`src/sv/lcgpsh_pkg.sv`:
```
`timescale 1ns / 1ps
// ----------------------------------------------------------------------------
// lcgpsh_pkg
// Types and constants shared by the population seed hash pipeline.
// ----------------------------------------------------------------------------
package lcgpsh_pkg;

   typedef logic [47:0] word48_type;
   typedef logic [31:0] top32_type;

   localparam int LcgCount = 4;

   localparam word48_type SeedScramble = 48'd25214903917;

   localparam word48_type LcgMul [LcgCount] = '{
      48'd25214903917,
      48'd205749139540585,
      48'd233752471717045,
      48'd55986898099985
   };

   localparam word48_type LcgAdd [LcgCount] = '{
      48'd11,
      48'd277363943098,
      48'd11718085204285,
      48'd49720483695876
   };

   localparam logic RuleHalveDouble = 1'b0;
   localparam logic RuleOrOne       = 1'b1;

endpackage

```
`src/sv/lcgpsh_mul48.sv`:
```
`timescale 1ns / 1ps
// ----------------------------------------------------------------------------
// lcgpsh_mul48
// Low 48 bits of a 48 x 48 product: registered partial products, summed after.
// ----------------------------------------------------------------------------
module lcgpsh_mul48 (
   input  logic               clock,
   input  lcgpsh_pkg::word48_type op_a,
   input  lcgpsh_pkg::word48_type op_b,
   output lcgpsh_pkg::word48_type product
);
   import lcgpsh_pkg::*;

   logic [63:0] lo_prod_in;
   logic [63:0] lo_prod_ff;
   logic [31:0] cross_a;
   logic [31:0] cross_b;
   logic [15:0] cross_in;
   logic [15:0] cross_ff;

   // only the low 16 bits of the cross terms land below bit 48
   assign lo_prod_in = op_a[31:0] * op_b[31:0];
   assign cross_a    = op_a[47:32] * op_b[15:0];
   assign cross_b    = op_a[15:0] * op_b[47:32];
   assign cross_in   = cross_a[15:0] + cross_b[15:0];

   always_ff @(posedge clock) begin
      lo_prod_ff <= lo_prod_in;
      cross_ff   <= cross_in;
   end

   assign product = lo_prod_ff[47:0] + {cross_ff, 32'd0};

endmodule

```
`config.mk`:
```
export PLATFORM = sky130hd
export DESIGN_NAME = lcgpsh_mul48
export DESIGN_NICKNAME = d
export VERILOG_FILES = /design/src/sv/lcgpsh_pkg.sv /design/src/sv/lcgpsh_mul48.sv
export SDC_FILE = /design/constraint.sdc
export NUM_CORES = 2
export LEC_CHECK = 0
export BUFFER_PORTS_ARGS = -buffer_cell sky130_fd_sc_hd__buf_2
export CAP_MARGIN = 20
export CORE_MARGIN = 3
export CORE_UTILIZATION = 55
export DETAILED_ROUTE_END_ITERATION = 10
export GPL_ROUTABILITY_DRIVEN = 0
export GPL_TIMING_DRIVEN = 1
export PLACE_DENSITY = 0.7
export SLEW_MARGIN = 20
export SYNTH_ARGS = -nofsm -noshare
export SYNTH_HDL_FRONTEND = slang
export SYNTH_SLANG_ARGS = --single-unit
```
`constraint.sdc`:
```
create_clock -name clock -period 9.1 [get_ports clock]
set_clock_uncertainty 0.05 [all_clocks]
set_input_delay 1.82 -clock clock [delete_from_list [all_inputs] [get_ports clock]]
set_output_delay 1.82 -clock clock [all_outputs]
set_load 0.005 [all_outputs]
```
Word level (Yosys, flattened, before mapping)
Index checks and enable logic that the tools add are counted.
{"block": "op_classes", "add_sub_neg": 2, "mul": 3}
{"op": "48-bit adder", "count": 1}
{"op": "32-bit by 32-bit multiplier with 48-bit output", "count": 1}
{"op": "16-bit by 16-bit multiplier with 16-bit output", "count": 2}
{"op": "16-bit adder", "count": 1}
{"block": "word_totals", "reg_bits": 64, "inputBits": 97, "output_inout_bits": 48, "wordCells": 7}

Logic depth before layout (Yosys ltp)
{"block": "depth", "depth_word": 2, "mapped_depth": 29, "depth_no_buf": 26}

Worst setup path after synthesis
Ideal clock, no wire load.
{"block": "synth_timing", "kind": "input to register", "start": "input port op_b[10]", "end": "register lo_prod_ff[43]", "setup_ps": 123, "arrival_ps": 8365, "required_ps": 8927, "setup_slack_ps": 562, "path_stages": 27, "path_buffers": 3, "cell_sequence": "clkbuf_1 clkbuf_1 and2_1 fa_1 fa_1 inv_1 fa_1 fa_1 inv_1 fa_1 fa_1 fa_1 inv_1 fa_1 inv_1 ha_1 buf_2 a21oi_1 nor2b_1 o21ai_0 o211ai_1 or3b_1 o21ai_1 a21boi_2 o31ai_4 o31ai_1 xnor2_1"}
{"block": "synth_between", "elab_chain_cells": 1}
{"item": "from (decl)", "line": "lcgpsh_mul48.sv:9", "rtl": "input lcgpsh_pkg::word48_type op_b,"}
{"item": "32-bit by 32-bit multiplier with 48-bit output", "line": "lcgpsh_mul48.sv:22", "rtl": "assign lo_prod_in = op_a[31:0] * op_b[31:0];"}
{"item": "named net lo_prod_in[43]", "line": "lcgpsh_mul48.sv:14", "rtl": "logic [63:0] lo_prod_in;"}
{"item": "to (signal assigned)", "line": "lcgpsh_mul48.sv:28", "rtl": "lo_prod_ff <= lo_prod_in;"}
{"item": "to (decl)", "line": "lcgpsh_mul48.sv:15", "rtl": "logic [63:0] lo_prod_ff;"}
The timed path passes the listed nets, and every way through them passes these cells.

Final worst setup path
{"block": "layout_timing", "start": "input port op_a[7]", "end": "register lo_prod_ff[46]"}
{"block": "layout_between", "elab_chain_cells": 1}
{"item": "from (decl)", "line": "lcgpsh_mul48.sv:8", "rtl": "input lcgpsh_pkg::word48_type op_a,"}
{"item": "32-bit by 32-bit multiplier with 48-bit output", "line": "lcgpsh_mul48.sv:22"}
{"item": "named net lo_prod_in[46]", "line": "lcgpsh_mul48.sv:14"}
The timed path passes the listed nets, and every way through them passes these cells.

==> flow_summary.yaml <==
outcome:
  status: "finished, final reports clean"
clock_tree:
  clkSinkCount: 64
  cts.path.max_buffers: 2
  post-cts-setup-buffers: 0
  cts_made_buffers: 9
  cts_tree: "built"
  cts_resized: 0
  cts_root_buf: "clkbuf_16"
  cts_hold_buffers: 0
  htreeDepth: 3
  clkSlewWorstSetupHoldPaths_ns: 0.06
floorplanning:
  top_level_ports: 145
  floorplan.core_area_um2: 68000
  initial_core_util_pct: 56.2
  die_x_um: 269
  die_area_um2: 72600
  num_rows: 95
  die_y_um: 269
grt:
  grt_util_met2_pct: 50.5
  grt_usage_pct: 29.9
  antenna_found_initial: 5
  globalRouteOverflowTotal: 0
  grt_pass1_vias: 30493
  grt_max_degree: 32
  grt_first_pass_wirelength_um: 168000
  use_met3_pct: 6.05
  grt.busiest_layer: "met2"
  grtUsageMet1_pct: 38.2
yosys:
  synth_cell_types: 58
  syn_inst: 4220
  synth_area_per_cell_um2: 9.05
  synth_seq_cells: 64
  ys_seq_area_share_pct: 3.36
  syn_area_um2: 38200
  async_flop_share_pct: 0
  synth_flop_cell: "dfxtp_1"
  yosys_warnings: 0
  syn-num-nets: 5563
  synth-edff-count: 0
sta:
  relSlewSlack_pct: 58.1
  slew_viol_final: 0
  fin_tns_setup_ns: 0
  tightest_slew_ns: 0.629
  max_freq_ghz: 0.114
  rsz0062_at_grt: "false"
  setup_viol: 0
  hold_viol: 0
  period_share_pct: 96.6
  fin_crit_ns: 8.79
critical_path:
  cp-end-kind: "flop"
  critPathKind: "in -> reg"
  cp_max_fo: 14
  cp.arrival_ns: 9.05
  required_ns: 9.36
  start_kind: "primary input"
hold_path:
  hold_class: "in -> reg"
routing:
  ant_nets: 0
  wl_um: 103000
  num_vias: 27667
  dr.pass1.iters: 5
  drt_iter0_drc: 1753
  via_per_inst: 5.33
  route.detailed.drc: 0
  wl_per_cell_um: 20.0
finish:
  fin_nets: 5601
  syn_to_final_growth_pct: 5.82
  layout-drive-gt1-share_pct: 7.44
placement:
  io_buffers: 144
  dp_hpwl_um: 87000
run:
  max_cap_violations: 0
## flip-flops by register name (all words and copies together) (netlist names)
name        cells
lo_prod_ff     48
cross_ff       16
## cell type report
cell class                 count  area [um^2]
multi-input combinational   2865        31900
fill                        6038        27600
inverter                    1037         3890
timing repair buffer         281         1800
sequential                    64         1280
tap                          921         1150
clock buffer                  10          229
clock inverter                 6          115
antenna                        2         5.00
## routing by layer
metal	up-vias	wire (um)	share of wire (%)
li1	12024	-	-
met4	4	4130	4.0
met3	217	8720	8.4
met5	-	19	0.018
met1	14345	39900	39
met2	1077	50700	49
## worst max-delay path, cell delays in order
cell and delay, ns:
buf_2 0.37, buf_4 0.27, and2_1 0.16, fa_1 0.41, inv_1 0.08, fa_1 0.40
inv_1 0.08, fa_1 0.44, fa_1 0.63, fa_1 0.45, fa_1 0.46, fa_1 0.51
fa_1 0.41, ha_1 0.33, a21o_1 0.19, a21o_1 0.17, a21oi_1 0.28, nand3_1 0.30
nor4_4 0.39, o31ai_4 0.14, buf_12 0.16, a21oi_2 0.19, o21ai_1 0.08, a21oi_1 0.17
xnor2_1 0.13
## cell usage after synthesis, drive strengths merged (2+ instances only)
library cell,number,share of area (%)
a21oi,54,0.75
a211oi,6,0.14
nand4b,2,0.046
and2,620,10
clkbuf,218,2.1
and4,2,0.046
inv,1037,10
xnor2,121,2.8
or2,4,0.066
xor2,32,0.73
nand2b,6,0.098
ha,282,9.2
nor3b,2,0.052
a21o,25,0.49
o211a,2,0.052
a221o,2,0.052
and3,5,0.082
o21a,5,0.098
nor2b,8,0.13
o31ai,6,0.20
dfxtp,64,3.4
nand2,587,5.8
or3,2,0.033
a211o,2,0.046
nand3,15,0.20
o211ai,5,0.098
nor2,31,0.30
o2111ai,3,0.069
nand4,3,0.049
a21boi,7,0.15
nand3b,2,0.039
o21ai,33,0.43
fa,964,51
buf,36,0.68
o21bai,8,0.16
nor3,8,0.12
## placed cells by master (no fill, tap or decap), types with 7 or more instances in the layout
cell / synthesis / layout
o21ai_0: 29 / 29
fa_1: 964 / 964
and2_1: 620 / 620
inv_1: 1037 / 1037
xnor2_1: 121 / 121
a21o_1: 25 / 25
nand2_1: 587 / 587
nor2b_1: 8 / 8
nor2_1: 31 / 31
buf_2: 2 / 144
clkbuf_16: 0 / 9
buf_4: 32 / 133
a21oi_1: 50 / 50
dfxtp_1: 64 / 64
ha_1: 282 / 282
nand3_1: 15 / 15
nor3_1: 7 / 7
o21bai_1: 8 / 8
xor2_1: 32 / 32
## path summary, 6_finish.rpt
| check | start | endpoint | slack [ns] | depth (start not counted) |
|---|---|---|---|---|
| worst min-delay path | op_a[32] | cross_ff[0] | 2.01 | 3 |
| worst max-delay path | op_a[7] | lo_prod_ff[46] | 0.31 | 25 |
## logic make-up after synthesis
| family | Yosys count | share of synthesized area [%] |
|---|---|---|
| buffers and inverters | 1291 | 13.0 |
| flip-flops | 64 | 3.36 |
| adder cells (fa/ha/maj) | 1246 | 59.8 |
| XOR/XNOR | 153 | 3.51 |
| AO/OA/AOI/OAI | 166 | 3.03 |
| AND/OR/NAND/NOR | 1300 | 17.3 |
## through the flow
stage	utilization [%]	worst slack, ns	area [um^2]	instances	hold WS (ns)
global route	59.4	0.0638	40400	5185	2.02
CTS	59.4	0.226	40400	5184	1.99
detailed placement	58.9	-0.169	40100	5168	2.15
global placement	58.9	-0.0701	40100	5168	2.15
floorplan	-	0.562	38200	4220	2.09
finish	59.4	0.312	40400	5186	2.01
Power is not shown: default switching activity piles up to over one toggle a cycle in this logic, so the estimate is an artifact.
