$ cat src/sv/lcgpsh_pkg.sv
`timescale 1ns / 1ps
// ----------------------------------------------------------------------------
// lcgpsh_pkg
// Types and constants shared by the population seed hash pipeline.
// ----------------------------------------------------------------------------
package lcgpsh_pkg;

   typedef logic [47:0] word48_type;
   typedef logic [31:0] top32_type;

   localparam int LcgCount = 4;

   localparam word48_type SeedScramble = 48'd25214903917;

   localparam word48_type LcgMul [LcgCount] = '{
      48'd25214903917,
      48'd205749139540585,
      48'd233752471717045,
      48'd55986898099985
   };

   localparam word48_type LcgAdd [LcgCount] = '{
      48'd11,
      48'd277363943098,
      48'd11718085204285,
      48'd49720483695876
   };

   localparam logic RuleHalveDouble = 1'b0;
   localparam logic RuleOrOne       = 1'b1;

endpackage

$ cat src/sv/lcgpsh_word.sv
`timescale 1ns / 1ps
// ----------------------------------------------------------------------------
// lcgpsh_word
// Builds the low 48 bits of a 64-bit word from two 32-bit tops and makes it odd (two stages).
// ----------------------------------------------------------------------------
module lcgpsh_word (
   input  logic                   clock,
   input  logic                   odd_rule,
   input  lcgpsh_pkg::top32_type  top_hi,
   input  lcgpsh_pkg::top32_type  top_lo,
   output lcgpsh_pkg::word48_type word_odd
);
   import lcgpsh_pkg::*;

   logic [31:0] hi_in;
   logic        sign_ff;
   word48_type  low_ff;
   word48_type  odd_in;
   word48_type  odd_ff;

   // high half picks up -1 when the low half is sign-extended negative
   assign hi_in = top_hi - {31'd0, top_lo[31]};

   always_ff @(posedge clock) begin
      sign_ff <= hi_in[31];
      low_ff  <= {hi_in[15:0], top_lo};
   end

   always_comb begin
      if (odd_rule == RuleHalveDouble && sign_ff && low_ff[0]) begin
         odd_in = low_ff + 48'd2;
      end else begin
         odd_in = low_ff | 48'd1;
      end
   end

   always_ff @(posedge clock) begin
      odd_ff <= odd_in;
   end

   assign word_odd = odd_ff;

endmodule

$ cat config.mk
export PLATFORM = sky130hd
export DESIGN_NAME = lcgpsh_word
export DESIGN_NICKNAME = d
export VERILOG_FILES = /design/src/sv/lcgpsh_pkg.sv /design/src/sv/lcgpsh_word.sv
export SDC_FILE = /design/constraint.sdc
export NUM_CORES = 1
export LEC_CHECK = 0
export BUFFER_PORTS_ARGS = -buffer_cell sky130_fd_sc_hd__buf_4
export CAP_MARGIN = 0
export CORE_ASPECT_RATIO = 0.6
export CORE_MARGIN = 3
export CORE_UTILIZATION = 40
export CTS_BUF_LIST = sky130_fd_sc_hd__clkbuf_4 sky130_fd_sc_hd__clkbuf_8
export CTS_CLUSTER_DIAMETER = 60
export DETAILED_ROUTE_END_ITERATION = 8
export GPL_ROUTABILITY_DRIVEN = 1
export PLACE_DENSITY = 0.73
export SYNTH_ARGS = -nofsm -noshare
export SYNTH_HDL_FRONTEND = slang
export SYNTH_SLANG_ARGS = --single-unit
$ cat constraint.sdc
create_clock -name clock -period 2.7 [get_ports clock]
set_clock_uncertainty 0.2 [all_clocks]
set_input_delay 0.54 -clock clock [delete_from_list [all_inputs] [get_ports clock]]
set_output_delay 0.54 -clock clock [all_outputs]
set_load 0.02 [all_outputs]
# Yosys cells after proc, flatten, opt, wreduce, memory -nomap -nowiden

Cells that the tools add are included.

Bits in registers: 97
Latch bits: 0
Bits in writable memories: 0
Bits in read-only memories: 0
Output and inout bits: 48
Logic and storage cells: 10
Memories kept: 0

Add/sub/neg operators: 2
Multiply operators: 0
Div/mod/pow operators: 0
Magnitude comparators: 0
Eq/ne operators: 0
Shifts and indexed selects: 0
Muxes and demuxes: 1
Bitwise logic cells: 1
Reductions and logical operators: 2

Operator list:

| kind                                                            | number |
|---|---|
| 48-bit by 2-bit adder with 48-bit output, second input constant | 1 |
| 48-bit two-way mux                                              | 1 |
| 32-bit by 1-bit subtractor with 32-bit output                   | 1 |
| 1-bit logical AND                                               | 2 |
| 1-bit NOT                                                       | 1 |

# Longest topological paths before layout

Depth in word-level cells: 4
Depth in mapped cells: 7
Gate-level depth less buffers: 7

# Worst setup path before layout

OpenSTA, ideal clock, no wires.

Path type: input port to flip-flop
From: in odd_rule
To: reg odd_ff[33] (netlist: word_odd[33])
Data arrival time: 1.944 ns
Required time: 2.381 ns
Slack: 0.437 ns
Stages: 5
Path buffers: 0
Cells stage by stage: nand3b_4 -> or2_2 -> nor4_1 -> nand4_1 -> xnor2_1

Longest elaborated chain between the ends: 4

RTL lines:

| what                            | line              | RTL |
|---|---|---|
| start: declaration              | lcgpsh_word.sv:8  | `input logic odd_rule,` |
| 1-bit NOT                       | lcgpsh_word.sv:30 | `if (odd_rule == RuleHalveDouble && sign_ff && low_ff[0]) begin` |
| 1-bit logical AND (2 in series) | lcgpsh_word.sv:30 |  |
| 48-bit two-way mux              | lcgpsh_word.sv:30 |  |
| net odd_in[33]                  | lcgpsh_word.sv:18 | `word48_type odd_in;` |
| end signal: assignment          | lcgpsh_word.sv:38 | `odd_ff <= odd_in;` |
| end: declaration                | lcgpsh_word.sv:19 | `word48_type odd_ff;` |

The timed path passes the listed nets, and every way through them passes these cells.
A chain may end at the register's enable or synchronous reset.

# Worst setup path in the final report

From: reg low_ff[6]
To: reg odd_ff[22] (netlist: word_odd[22])

Longest elaborated chain between the ends: 2

RTL lines:

| what                                     | line              | RTL |
|---|---|---|
| start: declaration                       | lcgpsh_word.sv:17 | `word48_type low_ff;` |
| start signal: assignment                 | lcgpsh_word.sv:26 | `low_ff <= {hi_in[15:0], top_lo};` |
| 48-bit by 2-bit adder with 48-bit output | lcgpsh_word.sv:31 | `odd_in = low_ff + 48'd2;` |
| 48-bit two-way mux                       | lcgpsh_word.sv:30 |  |
| net odd_in[22]                           | lcgpsh_word.sv:18 |  |

The timed path passes the listed nets, and every way through them passes these cells.

==> summary.txt <==
Critical path
  – Crit path max fanout: 6
  – Stages on worst setup path: 5
  – Max stage delay on crit path: about 620 ps
  – Critical path class: flop to flop
  – Reg-to-reg slack, setup: 270 ps
  – Crit. End Element: flop
  – CP top delay family: simple AND/OR/NAND/NOR gates
  – Depth of the most critical reg-to-reg path: 5
  – Cell chain of the critical path: nand4_1, nor4_1, nor4b_1, nand3_1, xnor2_1
  – CP required: 2740 ps
  – WP buf/inv: 0
  – Worst Setup Start Kind: flop
  – Worst EP arrival: 2470 ps
  – Slowest stage cell, crit path: nor4b_1

Pwr
  – Comb power frac: 10.7%
  – Power Total: around 2700 µW
  – Leak pwr: between 0.0015 and 0.002 µW
  – Sw Share: 23.0%
  – Power Dens Cells: just over 600 nW/µm²
  – Internal Dissipation: 2080 µW
  – Psw: 621 µW
  – Clock power frac: 31.0%
  – Sequential power share: 58.3%
  – Peak VDD IR: around 0.22 mV

Timing
  – RSZ-0062 raised after global routing: false
  – Final hold slack: approximately 80 ps
  – Endpoints failing hold: 0
  – Setup TNS: 0 ps
  – Tightest Pin Transition: 679 ps
  – Slew HR: 54.1%
  – Max-slew violation count: 0
  – Max Fclk: approximately 400 MHz
  – Final period util: 89.9%
  – Tmin final: between 2000 and 2500 ps
  – Setup violators final: 0

Detailed routing
  – Post-Route WL: around 7400 µm
  – Pre-antenna DRT Iters: 4
  – Starting DRT DRC Count: 155
  – Via Count: 2502
  – DRC Markers: 0
  – Vias per inst: 4.67
  – DR WL/cell: 13.8 µm
  – Final ANT Viol Nets: 0

Logic synthesis
  – Primary FF master, synth: dfxtp_1
  – Netlist cell types: 31
  – Synth area leader: dfxtp_1
  – Mapped Nets: 373
  – Fraction of registers with async set/reset: 0%
  – Top-count cell post-synth: dfxtp_1
  – Syn Inst Count: slightly above 300
  – Syn_area_per_cell: ~11 µm²
  – Area share of the largest cell type after synthesis: approximately three fifths
  – Post-synthesis sequential area ratio: 59.0%
  – Seq cells post-synth: 97
  – YS warnings: 0
  – Top post-synthesis cells by area: dfxtp_1, xor2_1, xnor2_1
  – Mapped Area: between 3000 and 4000 µm²
  – Number of synthesized flops with an enable pin: 0
  – Synth top cells by count: dfxtp_1, xor2_1, xnor2_1

Place
  – DP Area: 4280 µm²
  – Detailed Place HPWL: 5890 µm
  – Number of buffers inserted by port buffering: 113
  – Gpl congestion: roughly 0.88

Layout
  – Layout Cell Area excl Fill: 4460 µm²
  – Area growth, synth to finish: 35.3%
  – Share of cells above drive strength 1: between 30% and 40%
  – FILL cells: 662
  – Multi-input gate area: roughly 1300 µm²
  – Register area: roughly 1900 µm²
  – # diodes: 0
  – Final net count: 498

Floorplanning
  – Total core area: 7630 µm²
  – Die height: about 76 µm
  – Starting density of the core: between 40% and 50%
  – Num rows: 24
  – Die ar.: 9390 µm²
  – Horiz. Die Dim: about 120 µm
  – Io pins: 114

CTS
  – Hold_buf cts: 0
  – Clk_lat worst skew: 360 ps
  – CTS tree: done
  – Number of gates resized after CTS: 0
  – Clock Path Buffers: 2
  – Clock Sinks: 97
  – Setup bufs post-CTS: 0
  – CTS root buffer: clkbuf_8
  – CTS Buf Count: 9
  – Clk slew on worst S/H paths: 80 ps
  – H-Tree Depth: 3

Global routing
  – Grt met1 use: 23.0%
  – Met3 Use GR: about 5.9%
  – Number of global-route vias before repair: 2394
  – First-pass GRT wire length: roughly 12000 µm
  – Initial antenna violation count: 0
  – Routing usage on met2: 22.7%
  – Grt ovf: 0
  – Largest net degree at the start of global routing: 14
  – Total track usage: 16.3%
  – Busiest layer in global routing: met1

Min path
  – Worst hold path class: input port to flop
  – Worst hold stages: 1

Status
  – Status: completed

Flow run
  – Max_cap viols: 0
## final timing paths
kind,endpoint,from
setup / recovery,word_odd[22],low_ff[6]
hold / removal,low_ff[2],top_lo[2]
setup reg to reg,word_odd[22],low_ff[6]
hold reg to reg,word_odd[47],low_ff[47]
## cell usage in the layout, fill, tap and decap left out, drive strengths merged
| cell type | count |
|---|---|
| nand4b | 1 |
| nand3b | 1 |
| and4 | 2 |
| nor2b | 1 |
| buf | 117 |
| and2 | 1 |
| or2 | 2 |
| or4 | 2 |
| dfxtp | 97 |
| xor2 | 34 |
| and3 | 5 |
| nor2 | 20 |
| or3 | 1 |
| nor4b | 1 |
| xnor2 | 26 |
| inv | 12 |
| nand2b | 1 |
| ha | 3 |
| nor4 | 21 |
| nand4 | 10 |
| clkbuf | 14 |
| nand2 | 25 |
| conb | 1 |
| nand3 | 23 |
| nor3 | 11 |
## flip-flops by register name, summed over array words and instances (netlist names)
register	flops
word_odd	48
sign_ff	1
low_ff	48
## worst reg2reg max path, stage by stage (launching register included)
cell and delay (ps):
dfxtp_1 410, nand4_1 270, nor4_1 470, nor4b_1 620
nand3_1 200, xnor2_1 160
## through the flow
step	utilization [%]	setup WS, ps	cells
2_1_floorplan	-	437	304
3_3_place_gp	56.1	206	522
3_5_place_dp	56.1	73.8	522
4_1_cts	58.4	267	536
5_1_grt	58.4	104	536
6_report	58.4	272	536
## power groups by stage
stage / logic [µW] / registers [µW] / clock network (µW)
floorplan: 70.0 / 1650 / 0
global placement: 286 / 1600 / 0
detailed placement: 290 / 1600 / 0
CTS: 291 / 1570 / 859
global route: 311 / 1580 / 922
finish: 289 / 1570 / 836
## kinds of logic (layout without fill, tap and decap cells)
family | after synthesis | after routing | synth area share [%]
buf+inv | 15 | 143 | 1.94
flops | 97 | 97 | 59.0
xor+xnor | 60 | 60 | 16.0
other cells | 1 | 1 | 0.114
fa+ha+maj | 3 | 3 | 1.14
simple gates | 128 | 128 | 21.9
## layer usage
metal  up-vias  part of all wire, %
li1       1274                    -
met1      1115                   50
met2       107                   41
met3         6                  8.3
met4         0                 0.95
met5         -                    0
## layout make-up
type                       count  area share [%]
clock buffer                  14            3.90
inverter                      12            1.01
multi-input combinational    192            28.9
sequential                    97            43.6
tap                          104            2.92
timing repair buffer         117            19.7
No activity file was read; power rests on OpenSTA's default activity.
